File: config.mk
export PLATFORM = sky130hd
export DESIGN_NAME = lidar_corner_edge_detector
export DESIGN_NICKNAME = d
export VERILOG_FILES = /design/src/hw/rtl/lced_pkg.sv /design/src/hw/rtl/lidar_corner_edge_detector.sv
export SDC_FILE = /design/constraint.sdc
export NUM_CORES = 1
export LEC_CHECK = 0
export ABC_AREA = 1
export BUFFER_PORTS_ARGS = -buffer_cell sky130_fd_sc_hd__buf_2
export CAP_MARGIN = 20
export CELL_PAD_IN_SITES_DETAIL_PLACEMENT = 2
export CELL_PAD_IN_SITES_GLOBAL_PLACEMENT = 2
export CORE_MARGIN = 2
export CORE_UTILIZATION = 42
export CTS_CLUSTER_SIZE = 8
export DETAILED_ROUTE_END_ITERATION = 16
export PLACE_DENSITY = 0.95
export REMOVE_ABC_BUFFERS = 1
export SLEW_MARGIN = 20
export SYNTH_ARGS = -nofsm -noshare
export SYNTH_HDL_FRONTEND = slang
export SYNTH_SLANG_ARGS = --single-unit
File: constraint.sdc
create_clock -name aclk -period 13.5 [get_ports aclk]
set_input_delay 1.35 -clock aclk [delete_from_list [all_inputs] [get_ports aclk]]
set_output_delay 1.35 -clock aclk [all_outputs]
set_load 0.03 [all_outputs]
File: src/hw/rtl/lced_pkg.sv
// Package for the lidar corner and wall-edge detector.
// Holds the widths, result codes, register map and transfer payload types.
// No dependencies; imported by every module of the block.
package lced_pkg;

    // Scan and window geometry
    localparam int MAX_SCAN_POINTS = 4096;
    localparam int HALF_WINDOW     = 5;
    localparam int WIN_DEPTH       = 2 * HALF_WINDOW + 1;

    // Field widths
    localparam int RANGE_W = 16;
    localparam int TOL_W   = 14;
    localparam int POS_W   = 12;
    localparam int COUNT_W = 12;
    localparam int IDX_W   = $clog2(MAX_SCAN_POINTS + 1);
    localparam int SUM_W   = RANGE_W + $clog2(HALF_WINDOW + 1);
    localparam int LIMIT_W = TOL_W + $clog2(HALF_WINDOW + 1);

    // Configuration port
    localparam int DATA_W = 32;
    localparam int ADDR_W = 3;

    localparam logic [RANGE_W-1:0] MAX_RANGE_RESET = RANGE_W'(5010);
    localparam logic [TOL_W-1:0]   TOLERANCE_RESET = TOL_W'(400);

    // Register index, taken from paddr[2]
    localparam logic REG_MAX_RANGE = 1'b0;
    localparam logic REG_TOLERANCE = 1'b1;

    localparam logic [IDX_W-1:0]   IDX_MAX     = IDX_W'(MAX_SCAN_POINTS);
    localparam logic [IDX_W-1:0]   IDX_FIRST   = IDX_W'(WIN_DEPTH);
    localparam logic [COUNT_W-1:0] COUNT_MAX   = '1;

    typedef enum logic [1:0] {
        KIND_FLAT    = 2'd0,
        KIND_EDGE    = 2'd1,
        KIND_CORNER  = 2'd2,
        KIND_SUMMARY = 2'd3
    } kind_t;

    // One window slot: valid flag and raw range
    typedef struct packed {
        logic               valid;
        logic [RANGE_W-1:0] range;
    } win_entry_t;

    typedef struct packed {
        logic [RANGE_W-1:0] range_mm;
        logic               scan_end;
    } in_t;

    typedef struct packed {
        logic [POS_W-1:0]   position;
        kind_t              kind;
        logic [COUNT_W-1:0] corner_count;
        logic               last_of_scan;
    } out_t;

endpackage

File: src/hw/rtl/lidar_corner_edge_detector.sv
// Top level of the lidar corner and wall-edge detector.
// Depends on lced_pkg for widths, codes and payload types.
// Takes one range sample per transfer and emits classifications and scan summaries.

// The block accepts one range sample per clock cycle, sustained, as long as the
// result side keeps taking results. A sample moves through two register stages:
// the eleven-entry sample window with a small pending-item register, then the
// result register. The result register loads from the window and pending-item
// register whenever the result stage advances, that is while it is empty or being drained.
// The window sums, their difference and the tolerance compare sit between these
// two stages. Samples before the first full window and samples past the maximum
// scan length give no result; the sample flagged scan_end gives a summary and
// clears the window, index and corner count for the next scan. Configuration
// writes should be made only while no sample is in flight.
module lidar_corner_edge_detector (
    input  logic                  aclk,
    input  logic                  aresetn,
    // sample channel
    input  logic                  s_valid,
    output logic                  s_ready,
    input  lced_pkg::in_t         s_data,
    // result channel
    output logic                  m_valid,
    input  logic                  m_ready,
    output lced_pkg::out_t        m_data,
    // configuration port
    input  logic                  psel,
    input  logic                  penable,
    input  logic                  pwrite,
    input  logic [lced_pkg::ADDR_W-1:0] paddr,
    input  logic [lced_pkg::DATA_W-1:0] pwdata,
    output logic [lced_pkg::DATA_W-1:0] prdata,
    output logic                  pready
);
    import lced_pkg::*;

    // Configuration registers
    logic [RANGE_W-1:0] max_range_reg;
    logic [TOL_W-1:0]   tolerance_reg;
    logic               cfg_wr;

    // Window stage
    win_entry_t         win_reg [WIN_DEPTH];
    logic [IDX_W-1:0]   index_reg, index_next;
    logic               pend_valid_reg;
    logic               pend_end_reg;
    logic               pend_class_reg;
    logic [POS_W-1:0]   pend_pos_reg;
    logic               s_accept;

    // Result stage
    logic               m_valid_reg;
    out_t               m_data_reg;
    logic [COUNT_W-1:0] corner_reg, corner_next;
    logic               res_adv;

    // Classification signals
    logic [SUM_W-1:0]   prior_sum, later_sum, diff;
    logic               ok_before, ok_after;
    logic [LIMIT_W-1:0] limit;
    kind_t              kind;

    assign pready = 1'b1;
    assign cfg_wr = psel && penable && pwrite;

    // Configuration writes
    always_ff @(posedge aclk) begin
        if (!aresetn) begin
            max_range_reg <= MAX_RANGE_RESET;
            tolerance_reg <= TOLERANCE_RESET;
        end else if (cfg_wr) begin
            case (paddr[2])
                REG_MAX_RANGE: max_range_reg <= pwdata[RANGE_W-1:0];
                REG_TOLERANCE: tolerance_reg <= pwdata[TOL_W-1:0];
                default:       ;
            endcase
        end
    end

    // Register readback
    always_comb begin
        case (paddr[2])
            REG_MAX_RANGE: prdata = DATA_W'(max_range_reg);
            REG_TOLERANCE: prdata = DATA_W'(tolerance_reg);
            default:       prdata = '0;
        endcase
    end

    // Handshake: result stage moves when its register is free or being drained
    assign res_adv  = !m_valid_reg || m_ready;
    assign s_ready  = !pend_valid_reg || res_adv;
    assign s_accept = s_valid && s_ready;

    // Sample index, saturating at the scan limit and cleared by scan_end
    always_comb begin
        index_next = index_reg;
        if (s_data.scan_end) begin
            index_next = '0;
        end else if (index_reg < IDX_MAX) begin
            index_next = index_reg + IDX_W'(1);
        end
    end

    // Window shift and index update on each accepted sample
    always_ff @(posedge aclk) begin
        if (!aresetn) begin
            index_reg <= '0;
            for (int k = 0; k < WIN_DEPTH; k++) begin
                win_reg[k] <= '0;
            end
        end else if (s_accept) begin
            index_reg <= index_next;
            if (s_data.scan_end) begin
                for (int k = 0; k < WIN_DEPTH; k++) begin
                    win_reg[k] <= '0;
                end
            end else begin
                for (int k = WIN_DEPTH - 1; k > 0; k--) begin
                    win_reg[k] <= win_reg[k-1];
                end
                win_reg[0].range <= s_data.range_mm;
                win_reg[0].valid <= (s_data.range_mm < max_range_reg);
            end
        end
    end

    // Pending item: what the result stage must do with the current window
    always_ff @(posedge aclk) begin
        if (!aresetn) begin
            pend_valid_reg <= 1'b0;
        end else if (s_ready) begin
            pend_valid_reg <= s_valid;
        end
    end

    always_ff @(posedge aclk) begin
        if (s_accept) begin
            pend_end_reg   <= s_data.scan_end;
            pend_class_reg <= !s_data.scan_end && (index_reg < IDX_MAX)
                              && (index_reg >= IDX_FIRST);
            pend_pos_reg   <= POS_W'(index_reg - IDX_W'(HALF_WINDOW));
        end
    end

    // Window sums: newest samples are after the center, oldest before it
    always_comb begin
        later_sum = '0;
        prior_sum = '0;
        ok_after  = 1'b1;
        ok_before = 1'b1;
        for (int k = 0; k < HALF_WINDOW; k++) begin
            later_sum = later_sum + SUM_W'(win_reg[k].range);
            ok_after  = ok_after && win_reg[k].valid;
            prior_sum = prior_sum + SUM_W'(win_reg[HALF_WINDOW + 1 + k].range);
            ok_before = ok_before && win_reg[HALF_WINDOW + 1 + k].valid;
        end
    end

    // Difference against the scaled tolerance
    assign diff  = (prior_sum > later_sum) ? (prior_sum - later_sum)
                                           : (later_sum - prior_sum);
    assign limit = LIMIT_W'(tolerance_reg) * LIMIT_W'(HALF_WINDOW);

    always_comb begin
        if (!ok_before || !ok_after || prior_sum == '0 || later_sum == '0) begin
            kind = KIND_EDGE;
        end else if (diff < SUM_W'(limit)) begin
            kind = KIND_FLAT;
        end else begin
            kind = KIND_CORNER;
        end
    end

    // Corner count, saturating, cleared by the summary
    always_comb begin
        corner_next = corner_reg;
        if (pend_valid_reg) begin
            if (pend_end_reg) begin
                corner_next = '0;
            end else if (pend_class_reg && kind == KIND_CORNER && corner_reg != COUNT_MAX) begin
                corner_next = corner_reg + COUNT_W'(1);
            end
        end
    end

    // Result register
    always_ff @(posedge aclk) begin
        if (!aresetn) begin
            m_valid_reg <= 1'b0;
            corner_reg  <= '0;
        end else if (res_adv) begin
            m_valid_reg <= pend_valid_reg && (pend_end_reg || pend_class_reg);
            corner_reg  <= corner_next;
        end
    end

    always_ff @(posedge aclk) begin
        if (res_adv) begin
            if (pend_end_reg) begin
                m_data_reg.position     <= '0;
                m_data_reg.kind         <= KIND_SUMMARY;
                m_data_reg.corner_count <= corner_reg;
                m_data_reg.last_of_scan <= 1'b1;
            end else begin
                m_data_reg.position     <= pend_pos_reg;
                m_data_reg.kind         <= kind;
                m_data_reg.corner_count <= corner_next;
                m_data_reg.last_of_scan <= 1'b0;
            end
        end
    end

    assign m_valid = m_valid_reg;
    assign m_data  = m_data_reg;

endmodule

==> impl_metrics.yaml, run 1 <==
outcome:
  status: "finished clean"
placed_design:
  place_area_mm2: 0.0197
  placed_cells: 2716
  port_buffers: 85
  dp_hpwl_um: 51200
  pre_cts_slack_ns: 4.17
  gp_congestion: 0.861
yosys:
  ys_seq_area_share_pct: 42.6
  netlist_top_cells_count: "inv_1 (431), nor2_1 (289), nand2_1 (257)"
  synth-edff-count: 228
  synth.ff_latch_count: 285
  synth_cell_types: 58
  yosysMostFrequentCell: "inv_1"
  synth-xor-area-share_pct: 2.76
  netlist_instances: 2078
  synth_mux_area_share_pct: 0.160
  ys_async_sr_fraction_pct: 0
  synth_simple_gate_area_share_pct: 16.5
  syn_avg_cell_area_um2: 9.02
  synth_compound_area_share_pct: 8.63
  synth_largest_area_cell: "edfxtp_1"
  synth_top_cell_area_share_pct: 36.5
  syn_area_mm2: 0.0188
  synth_adder_area_share_pct: 19.0
  synthFlopType: "edfxtp_1"
  yosysWarnings: 0
  synth_top_family_by_area: "adder cells"
  synth_area_leaders: "edfxtp_1 (37%), fa_1 (10%), ha_1 (8.7%)"
sta:
  fin_crit_ns: 10.16
  max_freq_mhz: 98.4
  worst_slack_ns: 3.34
  fin_crit_sh_pct: 75.3
  tightest_slew_ns: 1.10
  finalSetupViolCount: 0
  maxSlewHeadroom_pct: 26.5
  clock_skew_ns: 0.0401
  rsz0062_at_grt: "false"
  finalSetupTns_ns: 0
  finalHoldViolations: 0
  maxSlewViolCount: 0
detailed_routing:
  drtIter0Drc: 1380
  met3_length_um: 4260
  route.met2.wl_um: 41500
  ant_nets: 0
  highest_layer: "met4"
  drc: 0
  wl_met1_um: 31300
  vias: 16187
  via_per_inst: 5.81
  post_drt_wl_per_cell_um: 29.3
  drtPass1Iterations: 5
  wirelength_um: 81600
global_routing:
  grt_max_degree: 96
  grt_pass1_wl_um: 124000
  grt_usage_pct: 35.6
  first_global_vias: 18887
  gr-total-overflow: 0
  antenna_found_initial: 0
cts:
  clockBufferDepth: 3
  numCtsBuffers: 41
  cts_sinks: 285
  clk_latency_ns: 0.61
  cts_setup_buffers: 0
  root_buffer: "clkbuf_16"
  cts_tree: "yes"
  clk_pin_slew_worst_paths_ns: 0.06
  cts-resized-gates: 0
  cts_max_level: 2
  holdBufCountCts: 0
power_and_ir_drop:
  power_density_mw_per_mm2: 268
  ir_worst_vdd_mv: 0.142
  p_leak_uw: 0.00952
  power_uw: 5600
floorplan:
  dieHeight_um: 215
  core_region_area_mm2: 0.0441
  initial_core_util_pct: 42.5
  boundaryPins: 121
  row_count: 77
  die_x_um: 215
  dieArea_mm2: 0.0463
critical_path:
  cp_max_fo: 26
  worstSetupPathType: "flip-flop to flip-flop"
  cp.arrival_ns: 10.50
  slowest_delay_ns: 0.55
  required_ns: 13.83
  worst_path_most_repeated_cell: "nand2_1"
  critPathLaunchType: "flip-flop"
  cp-end-kind: "flip-flop"
  crit_slowest_cell: "fa_1"
final_layout:
  diodes: 0
  stdcell_count: 2784
  layout-drive-gt1-share_pct: 8.21
  fin_nets: 2453
  largest_reg_flops: 187
  fill_cells: 4844
  stdcell_area_mm2: 0.0209
  areaGrowthSynthToFinish_pct: 11.7
job:
  drv_cap: 0
hold_path:
  worstHoldPathType: "flip-flop to flip-flop"
-- logic make-up (layout without fill, tap and decap cells) --
| family | count (synthesis) | after routing |
|---|---|---|
| compound gates | 290 | 290 |
| xor+xnor | 59 | 59 |
| fa+ha+maj | 227 | 227 |
| buf+inv | 497 | 596 |
| flops | 285 | 285 |
| mux | 3 | 3 |
| other cells | 2 | 17 |
| simple gates | 715 | 715 |
-- worst max-delay path, delay by kind of cell, from the launching register on --
kind	cells	cell delay, ns
and+or+nand+nor	25	3.49
adders and majority gates	7	2.94
AOI/OAI and AO/OA	5	1.28
xor gates and xnor gates	2	0.90
buffers and inverters	8	0.80
DFF	1	0.44
-- report_power, final --
group	total, uW	internal [uW]	leakage [uW]	switching (uW)
clock network	1030	570	0.000563	461
logic	3530	1020	0.00602	2510
registers	1040	996	0.00294	44.1
-- path summary, 6_finish.rpt --
check | start | endpoint | slack [ns] | cells past startpoint
hold / removal | max_range_reg[2]$_SDFFE_PN0P_ | max_range_reg[2]$_SDFFE_PN0P_ | 0.52 | 2
setup reg to reg | win_reg[1][1]$_SDFFCE_PN0P_ | m_data[1]$_DFFE_PP_ | 3.34 | 47
setup / recovery | win_reg[1][1]$_SDFFCE_PN0P_ | m_data[1]$_DFFE_PP_ | 3.34 | 47
hold reg to reg | max_range_reg[2]$_SDFFE_PN0P_ | max_range_reg[2]$_SDFFE_PN0P_ | 0.52 | 2
-- metal layers --
metal | vias up | global-route usage (%)
met5 | - | 0
met4 | 0 | 17.8
met3 | 298 | 6.07
met2 | 737 | 63.5
met1 | 8323 | 41.3
li1 | 6829 | -
-- layout by cell type, fill, tap and decap left out, drive strengths merged, types with 20 or more instances in the layout --
master  Yosys  final
inv       436    439
nor2      299    299
nand2     272    272
edfxtp    228    228
ha        130    130
a21oi     121    121
o21ai     117    117
fa         97     97
buf        20     91
nand3      73     73
clkbuf     40     64
dfxtp      57     57
xor2       39     39
nand4      29     29
nor3       26     26
xnor2      20     20
-- stage by stage --
step	utilization, %	hold slack [ns]
4_1_cts	47.4	0.519
3_5_place_dp	44.8	0.504
2_1_floorplan	-	0.435
3_3_place_gp	44.8	0.454
5_1_grt	47.5	0.546
6_report	47.5	0.515
-- layout make-up --
class | count | area (um^2) | share of cell area [%]
multi-input cells | 1311 | 8920 | 42.6
flip-flops and latches | 285 | 7990 | 38.1
inverters | 437 | 1640 | 7.85
clock buffers | 64 | 1110 | 5.31
well taps | 592 | 741 | 3.54
repair buffers | 91 | 474 | 2.26
clock inverters | 4 | 63.8 | 0.305
Note: power is estimated with default switching activity, not from simulation.
==> run 2: changes to the inputs <==
CORE_UTILIZATION = 39   (was 42)
PLACE_DENSITY = 0.9   (was 0.95)
clock period = 9.95 ns   (was 13.5 ns; I/O delays follow)
==> impl_metrics.yaml, run 2 (synthesized netlist as in run 1, its figures left out) <==
outcome:
  status: "finished clean"
cts:
  cts_tree: "yes"
  clk_latency_ns: 0.61
  clockBufferDepth: 3
  root_buffer: "clkbuf_16"
  numCtsBuffers: 41
  cts_max_level: 2
  cts_sinks: 285
  holdBufCountCts: 0
  clk_pin_slew_worst_paths_ns: 0.06
power_and_ir_drop:
  power_density_mw_per_mm2: 360
  ir_worst_vdd_mv: 0.220
  p_leak_uw: 0.00955
  power_uw: 7570
detailed_routing:
  drc: 0
  via_per_inst: 5.64
  drtPass1Iterations: 5
  ant_nets: 0
  wirelength_um: 75800
  post_drt_wl_per_cell_um: 27.0
  drtIter0Drc: 1044
  vias: 15863
sta:
  tightest_slew_ns: 1.09
  maxSlewHeadroom_pct: 27.3
  fin_crit_sh_pct: 97.3
  finalSetupViolCount: 0
  max_freq_mhz: 103
  finalSetupTns_ns: 0
  maxSlewViolCount: 0
  clock_skew_ns: 0.0372
  rsz0062_at_grt: "false"
  finalHoldViolations: 0
  fin_crit_ns: 9.68
critical_path:
  cp.depth: 45
  reg2reg_to: "m_data[7]$_DFFE_PP_"
  crit_end: "m_data[7]$_DFFE_PP_"
  required_ns: 10.36
  worst-path-buf-inv: 6
  reg2reg_from: "win_reg[1][1]$_SDFFCE_PN0P_"
  crit_family: "simple AND/OR/NAND/NOR gates"
  crit_slowest_cell: "fa_1"
  reg2reg_depth: 45
  worstSetupPathType: "flip-flop to flip-flop"
  worst_path_most_repeated_cell: "nand2_1"
  slowest_delay_ns: 0.54
  cp.arrival_ns: 10.09
  crit_start: "win_reg[1][1]$_SDFFCE_PN0P_"
  cp-end-kind: "flip-flop"
  reg2reg_slack_ns: 0.27
  cp_max_fo: 26
  critPathLaunchType: "flip-flop"
final_layout:
  areaGrowthSynthToFinish_pct: 12.1
  mostFrequentLayoutCells: "inv_1 (431), nor2_1 (289), nand2_1 (256)"
  fill_cells: 5114
  layout-drive-gt1-share_pct: 8.60
  fin_nets: 2456
  largest_reg_flops: 187
  layout_commonest_cell: "inv_1"
global_routing:
  grt_max_degree: 93
  grt_pass1_wl_um: 115000
  grt_usage_pct: 30.4
  first_global_vias: 18502
  gr-total-overflow: 0
  antenna_found_initial: 3
floorplan:
  boundaryPins: 121
  die_x_um: 223
  initial_core_util_pct: 39.4
  dieHeight_um: 223
  core_region_area_mm2: 0.0476
  dieArea_mm2: 0.0498
  row_count: 80
placed_design:
  port_buffers: 85
  dp_hpwl_um: 46100
  gp_congestion: 0.859
job:
  drv_cap: 0
hold_path:
  worstHoldPathType: "flip-flop to flip-flop"
[run 2: cell count changes in the layout (fill, tap and decap cells not counted), moves of 2 or more]
cell	previous run	this run
buf_4	5	8
clkbuf_1	23	25
inv_16	3	1
inv_6	0	2
o21ai_0	104	102
xnor2_1	20	18
xnor2_2	0	2
[run 2: routing by layer]
layer / part of all wire [%] / vias to the layer above / global-route usage (%)
met5: 0.013 / - / 0
met4: 5.6 / 2 / 16.5
met3: 4.5 / 283 / 5.25
met2: 52 / 592 / 55.7
met1: 38 / 8136 / 33.5
li1: - / 6850 / -
[run 2: how the worst min path moves through the flow]
stage                              startpoint                              to  slack, ns  cells after the start
4_1_cts        max_range_reg[10]$_SDFFE_PN0P_  max_range_reg[10]$_SDFFE_PN0P_       0.50                      2
6_report       max_range_reg[10]$_SDFFE_PN0P_  max_range_reg[10]$_SDFFE_PN0P_       0.51                      2
3_3_place_gp    max_range_reg[0]$_SDFFE_PN0P_   max_range_reg[0]$_SDFFE_PN0P_       0.45                      2
2_1_floorplan   max_range_reg[0]$_SDFFE_PN0P_   max_range_reg[0]$_SDFFE_PN0P_       0.44                      2
3_5_place_dp    max_range_reg[0]$_SDFFE_PN0P_   max_range_reg[0]$_SDFFE_PN0P_       0.48                      2
5_1_grt        max_range_reg[11]$_SDFFE_PN0P_  max_range_reg[11]$_SDFFE_PN0P_       0.53                      2
[run 2: stage by stage]
stage          utilization (%)  hold slack (ns)  cells  worst slack, ns  area (um^2)
6_report                  44.1            0.505   2813            0.266        21000
5_1_grt                   44.1            0.526   2812           0.0309        21000
4_1_cts                   44.0            0.502   2811           0.0658        21000
3_5_place_dp              41.5            0.482   2741             1.01        19800
3_3_place_gp              41.5            0.454   2741             1.47        19800
2_1_floorplan                -            0.435   2033             2.95        18500
[run 2: what timing repair did]
action,4_1_cts,5_1_grt
setup endpoints to repair,0,20
buffers inserted,0,1
hold endpoints to repair,0,0
resized for setup,0,8
[run 2: report_power, final]
part	leakage (uW)	switching, uW	internal, uW
clock network	0.000561	608	778
registers	0.00294	54.9	1350
logic	0.00605	3380	1400
[run 2: tightest hold or removal path, cell delays in order (launching register included)]
cell	delay (ns)
dfxtp_1	0.30
inv_1	0.08
a21oi_1	0.07
[run 2: layout make-up]
type                    instances  area [um^2]  area share (%)
diodes                          1         2.50          0.0119
inverters                     437         1640            7.82
multi-input cells            1311         8950            42.6
clock inverters                 3         37.5           0.179
flip-flops and latches        285         7990            38.0
well taps                     615          769            3.66
repair buffers                 94          497            2.36
clock buffers                  67         1130            5.39
